### src/rtl/spq_pkg.sv
// shared types and codes for the sorted priority queue
`default_nettype none
package spq_pkg;

	// action codes
	localparam logic ACT_ENQ = 1'b0;
	localparam logic ACT_DEQ = 1'b1;

	// status codes
	localparam logic [1:0] ST_OK        = 2'd0;
	localparam logic [1:0] ST_OVERFLOW  = 2'd1;
	localparam logic [1:0] ST_UNDERFLOW = 2'd2;

	typedef struct packed {
		logic               action;
		logic signed [31:0] value;
		logic signed [15:0] priority_req;
	} spq_in_t;

	typedef struct packed {
		logic               head_valid;
		logic signed [31:0] head_value;
		logic signed [15:0] head_priority;
		logic [1:0]         status;
		logic [7:0]         count;
	} spq_out_t;

	typedef struct packed {
		logic signed [31:0] value;
		logic signed [15:0] prio;
	} spq_entry_t;

	// per-cycle command broadcast to every cell
	typedef struct packed {
		logic enq;
		logic deq;
	} spq_ctrl_t;

endpackage
`default_nettype wire

### src/rtl/spq_cell.sv
// one storage cell of the sorted chain: compare with the new word, shift or load
`default_nettype none
module spq_cell
	import spq_pkg::*;
(
	input  wire logic       clk,
	input  wire spq_ctrl_t  ctrl,
	input  wire logic       occupied,
	input  wire spq_entry_t new_entry,
	input  wire spq_entry_t prev_entry,
	input  wire logic       prev_shift,
	input  wire spq_entry_t next_entry,
	output logic            shift,
	output spq_entry_t      entry
);

	spq_entry_t entry_q;

	// empty cells count as holding a larger priority
	assign shift = !occupied || (entry_q.prio > new_entry.prio);
	assign entry = entry_q;

	always_ff @(posedge clk) begin
		if (ctrl.enq) begin
			if (shift) begin
				entry_q <= prev_shift ? prev_entry : new_entry;
			end
		end else if (ctrl.deq) begin
			entry_q <= next_entry;
		end
	end

endmodule
`default_nettype wire

### config.mk
export PLATFORM = sky130hd
export DESIGN_NAME = spq_cell
export DESIGN_NICKNAME = d
export VERILOG_FILES = /design/src/rtl/spq_pkg.sv /design/src/rtl/spq_cell.sv
export SDC_FILE = /design/constraint.sdc
export NUM_CORES = 1
export LEC_CHECK = 0
export ABC_AREA = 1
export BUFFER_PORTS_ARGS = -buffer_cell sky130_fd_sc_hd__buf_2
export CAP_MARGIN = 20
export CORE_ASPECT_RATIO = 0.6
export CORE_MARGIN = 5
export CORE_UTILIZATION = 42
export DETAILED_ROUTE_END_ITERATION = 7
export PLACE_DENSITY = 0.81
export SLEW_MARGIN = 20
export SYNTH_ARGS = -nofsm -noshare
export SYNTH_HDL_FRONTEND = slang
export SYNTH_SLANG_ARGS = --single-unit
### constraint.sdc
create_clock -name clk -period 3.15 [get_ports clk]
set_input_delay 0.4725 -clock clk [delete_from_list [all_inputs] [get_ports clk]]
set_output_delay 0.4725 -clock clk [all_outputs]
set_load 0.01 [all_outputs]
# Word level (Yosys, flattened, before mapping)
# Cells that the tools add are included.
# op_classes
n_addsub	0
n_mul	0
div	0
n_lt_le_gt_ge	1
n_eq_ne	1
n_shift	0
n_mux	4
n_bitwise	0
reduce_logical	4
# ops
cell	n
48-bit 2-to-1 mux	4
16-bit > comparator	1
2-bit by 1-bit inequality test with 1-bit output, second input constant	1
2-bit AND reduction	1
2-bit nonzero test	1
1-bit zero test	1
1-bit logical OR	1
# word_totals
ff_bits	48
latchBits	0
mem_bits_rw	0
romBits	0
input_bits	149
out_inout_bits	49
wordCells	12
n_memories	0

# Longest topological paths before layout
# Gate-level depths: netlist of run 1.
# depth
ltp_word	4
depth_mapped	16
depth_no_buf	16

# Worst setup path after synthesis of run 1
# OpenSTA, ideal clock, no wires.
# synth_path
path_type	input to register
start	in new_entry[5] in the netlist's numbering
end	reg entry_q, in the netlist entry[0], enable pin
setup_time_ns	0.407
t_arrival_ns	2.498
required_time_ns	2.743
setup_slack_ns	0.246
cell_stages	13
path_buffers	0
cell_sequence	inv_1 > ha_1 > a21oi_1 > nor2_1 > nor2_1 > nand2_1 > nand2_1 > nand2_1 > nand2_1 > nand2_1 > nand2_2 > nand2_1 > nand2_1
# synth_between
elab_chain_len	4
# synth_rtl
item	line	rtl
start, declared	spq_cell.sv:9	input wire spq_entry_t new_entry,
16-bit > comparator	spq_cell.sv:20	assign shift = !occupied || (entry_q.prio > new_entry.prio);
1-bit logical OR	spq_cell.sv:20	
via shift	spq_cell.sv:13	output logic shift,
2-bit by 1-bit inequality test with 1-bit output (no source line)	-	
2-bit AND reduction (no source line)	-	
end signal, assigned	spq_cell.sv:26	entry_q <= prev_shift ? prev_entry : new_entry;
end signal, assigned	spq_cell.sv:29	entry_q <= next_entry;
end, declared	spq_cell.sv:17	spq_entry_t entry_q;
# The timed path passes the listed nets, and every way through them passes these cells.
# A chain may end at the register's enable or synchronous reset.

# Worst setup path in the final report of run 1
# layout_path
start	reg entry_q, in the netlist entry[7]
end	out shift
# layout_between
elab_chain_len	2
# layout_rtl
item	line
16-bit > comparator	spq_cell.sv:20
1-bit logical OR	spq_cell.sv:20
end, declared	spq_cell.sv:13
# No other way between the ends.

==> results of run 1 <==
[worst min-delay path: cells and delay by family]
| kind | cells | cell delay [ps] |
|---|---|---|
| AOI/OAI and AO/OA | 1 | 60 |
| and+or+nand+nor | 1 | 40 |
| buffers and inverters | 1 | 80 |
[power by group through the flow]
stage	logic (uW)	registers, uW	clock network [uW]
3_3_place_gp	425	835	0
3_5_place_dp	439	838	0
5_1_grt	491	832	628
6_report	435	824	592
2_1_floorplan	183	875	0
4_1_cts	440	826	602
[cells in the mapped netlist, drive strengths merged]
cell | n | area share, %
nor2 | 54 | 7.0
nand3 | 1 | 0.17
a21o | 1 | 0.26
o21ai | 96 | 17
clkinv | 1 | 0.13
buf | 10 | 2.2
ha | 16 | 6.9
edfxtp | 48 | 50
clkbuf | 10 | 1.3
a21oi | 5 | 1.0
nand2 | 74 | 9.8
nand4 | 2 | 0.65
inv | 26 | 3.4
or2 | 1 | 0.22
nor3 | 1 | 0.17
[cells by family after synthesis]
logic type	synth area share, %
compound gates	17.93
simple gates	18.06
buf+inv	7.034
fa+ha+maj	6.947
flops	50.02
[final cells by class]
type / count / area share (%)
clock buffers: 5 / 3.065
clock inverters: 3 / 1.042
inverters: 27 / 2.482
multi-input cells: 251 / 30.37
flip-flops and latches: 48 / 35.30
well taps: 87 / 2.666
repair buffers: 202 / 25.07
[worst paths after layout]
kind | start | to | cells after the start
max | entry[7]$_DFFE_PP_ | shift | 9
min | next_entry[47] | entry[47]$_DFFE_PP_ | 3
max reg2reg | entry[7]$_DFFE_PP_ | entry[0]$_DFFE_PP_ | 12
min reg2reg | entry[15]$_DFFE_PP_ | entry[25]$_DFFE_PP_ | 8
[metrics by stage]
step	worst slack (ps)	instance area (um^2)
after detailed placement	772.9	3915
final	806.5	4083
after floorplan	245.6	2882
after CTS	799.4	4083
after global placement	812.1	3915
after global routing	648.2	4083
[routing by layer]
metal / up-vias / routed length, um / GRT usage [%]
li1: 1548 / - / -
met1: 1378 / 3757 / 26.24
met2: 151 / 4208 / 34.59
met3: 4 / 1099 / 5.366
met4: 0 / 25 / 1.908
met5: - / 0 / 0
==> results.txt, run 1 <==
Number of global-route vias before repair: 2,959
Unique masters post-synth: 22
TNS Setup: 0 ps
Core Box Area: 6676 um^2
Final clock skew: 5.758 ps
Post-route core utilization: 61.15%
Global-route wire length before repair: 13,580 um
Top Family by Delay on Critical Path: simple AND/OR/NAND/NOR gates
Pint: 1358 uW
Post-layout net count: 700
CTS HTree Levels: 2
Post-CTS setup buffers: 0
CP max stage cell: edfxtp_1
Die X: 116.9 um
Post-DRT Antenna Nets: 0
Gr usage total: 19.92%
Switching power: 493.0 uW
Worst R2R Setup Slack: 940 ps
Wire per inst: 14.59 um
WS Path Type: flop to output pin
CP max stage delay: 440 ps
Fin crit share: 74.40%
PwrDens: 453.4 nW/um^2
Buf/Inv on CP: 1
Post-CTS Hold Buffers: 0
GRT overflow: 0
Final setup viols: 0
Die area: 8672 um^2
Height of the die: 74.16 um
Relative slew slack: 43.99%
Slew @ Worst Pin: 838.9 ps
Via count: 3,081
Crit path max fanout: 2
Combinational share of power: 23.5%
Hold Fails Final Rpt: 0
Outcome: complete, no violations
Data arrival, critical path: 1870 ps
Cell Chain, Critical Path: ha_1, nand2_1, nor2_1, nand4_1, nor3_1, a21oi_2, nand2_1, nand2_2, buf_2
Share of post-route cells with drive strength above 1: 40.30%
DRC viols: 0
Max reg flops: 48
Worst-path clk slew: 70 ps
1st-pass router iterations: 4
FF+latch area: 1441 um^2
RSZ-0062 raised after global routing: false
Startpoint types: flop
Synthesis warning total: 0
Slew Viols, Final: 0
Crit path time final: 2343 ps
Drt first-iter violations: 109
Mapped Nets: 511
Cell total after placement: 615
Most frequent cells in the layout: buf_2, nand2_1, o21ai_0, nor2_1, edfxtp_1
Critical Path RT: 2680 ps
Clock network power share: 32.0%
Clock root buffer: clkbuf_16
HP Class: primary input to flop
VDD IR max: 250.0 uV
Design Power: 1851 uW
Commonest non-fill, non-tap cell in the layout: buf_2
Inserted Clock Buffers: 5
RD Place Congestion: 0.7873
Mapped Area: 2882 um^2
Post-synthesis cell count: 346
Skew-Pair Late Insertion Delay: 280 ps
Hold slack: 470.3 ps
Starting Density: 43.16%
Area Growth Syn to Fin: 41.68%
Most common cell on crit path: nand2_1
CTS tree: yes
Largest net degree at the start of global routing: 50
Initial antenna violation count: 0
Vias per cell: 4.945
Footprint of the multi-input gates: 1240 um^2
ANT cells: 0
CTS resizes: 0
Port Buffers: 197
Leak: 0.002037 uW
Filler cells: 633
Rows: 23
CTS max path bufs: 2
Flop pwr share: 44.5%
Clock sink count: 48
Mean Syn Cell Area: 8.328 um^2
Post-synthesis sequential area ratio: 50.02%
Maxcap violations: 0
#FFs+latches synth: 48
Switch share: 26.63%
I/O pins: 198
Max Clock Freq: 0.4267 GHz
DP HPWL: 7085 um
Fin cells: 623
Drt total wl: 9091 um
Critical path capture point type: output pin
(Power assumes the default switching activity.)
==> run 2, diff against run 1 <==
ABC_AREA = 0   (was 1)
CORE_UTILIZATION = 38   (was 42)
PLACE_DENSITY = 0.77   (was 0.81)
clock period = 2 ns   (was 3.15 ns; I/O delays follow)
==> results.txt, run 2 <==
Starting Density: 39.26%
Top cell type by total area after synthesis: edfxtp_1
Async S/R FF share, synth: 0%
VDD IR max: 321.7 uV
DRC viols: 0
Mapped Area: 2877 um^2
Die X: 122.3 um
Post-CTS Hold Buffers: 0
Share of post-route cells with drive strength above 1: 50.31%
Mapped Nets: 437
Post-synthesis sequential area ratio: 50.11%
Post-DRT Antenna Nets: 0
Number of synthesized flops with an enable pin: 48
Vias per cell: 4.747
WS Path Type: flop to flop
Critical Path RT: 2000 ps
Commonest non-fill, non-tap cell in the layout: buf_2
Leak: 0.002228 uW
Drt first-iter violations: 80
Wire per inst: 15.18 um
Worst-path clk slew: 70 ps
Clock root buffer: clkbuf_16
#FFs+latches synth: 48
HP Class: primary input to flop
Post-synthesis cell count: 272
Outcome: finished, violations left
Hold slack: 323.8 ps
Slew @ Worst Pin: 350.2 ps
Maxcap violations: 0
Slew Viols, Final: 0
GRT overflow: 0
Area fraction of the dominant cell type after synthesis: 50.11%
Max reg flops: 48
Largest net degree at the start of global routing: 89
Core Box Area: 7327 um^2
Primary FF master, synth: edfxtp_1
Post-layout net count: 649
RD Place Congestion: 0.7865
Synthesis warning total: 0
Cell total after placement: 569
Post-synth top cells: a21oi_1, mux2i_1, nor2_1
Fin crit share: 130.2%
Global-route wire length before repair: 13,330 um
Final setup viols: 49
CTS max path bufs: 2
1st-pass router iterations: 4
Hold Fails Final Rpt: 0
DP HPWL: 6854 um
Crit path max fanout: 7
Setup WS pre-CTS: -480.2 ps
Skew-Pair Late Insertion Delay: 290 ps
Violated checks: setup timing
Via count: 2,796
Crit path time final: 2604 ps
CTS HTree Levels: 2
Rows: 24
Area Growth Syn to Fin: 57.24%
Gr usage total: 17.73%
ANT cells: 0
Inserted Clock Buffers: 5
Unique masters post-synth: 23
Max Clock Freq: 0.3841 GHz
Drt total wl: 8942 um
Height of the die: 77.40 um
Final clock skew: 9.605 ps
Port Buffers: 197
I/O pins: 198
PwrDens: 678.6 nW/um^2
Post-route core utilization: 61.73%
Initial antenna violation count: 1
Startpoint types: flop
Mean Syn Cell Area: 10.58 um^2
Most frequent cell after synthesis: a21oi_1
Fin cells: 589
Data arrival, critical path: 2600 ps
Most frequent cells in the layout: buf_2, a21oi_1, mux2i_1, nor2_1, edfxtp_1
Critical path capture point type: flop
RSZ-0062 raised after global routing: true
Clock sink count: 48
Relative slew slack: 76.66%
Final worst slack: -603.6 ps
Top post-synthesis cells by area: edfxtp_1, mux2i_1, a21oi_1, ha_1, nor2_1
CTS tree: yes
Die area: 9467 um^2
Number of global-route vias before repair: 2,827
## run 2: changes by cell type in the layout (fill, tap and decap cells not counted), sizes merged, moves of 2 or more
cell	before	now
a21oi	5	53
a31oi	0	2
and4	0	2
buf	202	222
inv	26	17
mux2i	0	49
nand2	74	4
nor2	54	49
nor2b	0	2
o21a	0	2
o21ai	96	2
o31ai	0	2
## run 2: kinds of logic after synthesis
group           synth area share [%]
compound gates                 11.66
fa+ha+maj                      6.959
flops                          50.11
buf+inv                        4.654
simple gates                   9.570
mux                            17.05
## run 2: metrics by stage
stage | total power, uW | instance area [um^2] | TNS, ps
floorplan | 1725 | 2915 | -56680
global placement | 2107 | 4109 | -19350
detailed placement | 2132 | 4109 | -22460
CTS | 3080 | 4464 | -27110
global route | 3233 | 4523 | -32620
finish | 3069 | 4523 | -28570
## run 2: worst max-delay path: stages, from the launching register on
cell and delay [ps]:
edfxtp_1 450, ha_4 320, nand4_4 130, nor4_4 330, a21bo_2 270, and4_4 170, o31ai_4 320, buf_6 190
buf_16 130
## run 2: area by class of cell
cell class | instances | area (um^2)
Tap cell | 104 | 130.1
Sequential cell | 48 | 1441
Fill cell | 629 | 2804
Timing Repair Buffer | 222 | 1319
Multi-Input combinational cell | 190 | 1425
Clock buffer | 5 | 125.1
Clock inverter | 3 | 18.77
Inverter | 17 | 63.81
## run 2: power by group
group | switching [uW] | leakage (uW) | internal [uW] | total, uW
logic | 450 | 0.00168 | 480 | 929
clock network | 361 | 0.0000736 | 461 | 822
registers | 48.6 | 0.000472 | 1270 | 1320
## run 2: per-layer routing
metal / vias to the layer above / global-route usage [%] / routed length [um]
met2: 122 / 30.52 / 4357
met3: 9 / 6.831 / 915
met5: - / 0 / 20
met4: 2 / 3.464 / 72
li1: 1413 / - / -
met1: 1250 / 21.33 / 3577
## run 2: what timing repair did
item,4_1_cts,5_1_grt
setup endpoints to repair,49,49
pin swaps,5,5
gates resized for setup,15,8
setup buffers,7,3
gates cloned,4,0
## run 2: final timing paths
path | start | endpoint | slack (ps) | cells past startpoint
max reg2reg | entry[14]$_DFFE_PP_ | entry[7]$_DFFE_PP_ | -600 | 8
min | next_entry[33] | entry[33]$_DFFE_PP_ | 320 | 3
min reg2reg | entry[1]$_DFFE_PP_ | entry[26]$_DFFE_PP_ | 1370 | 6
max | entry[14]$_DFFE_PP_ | entry[7]$_DFFE_PP_ | -600 | 8
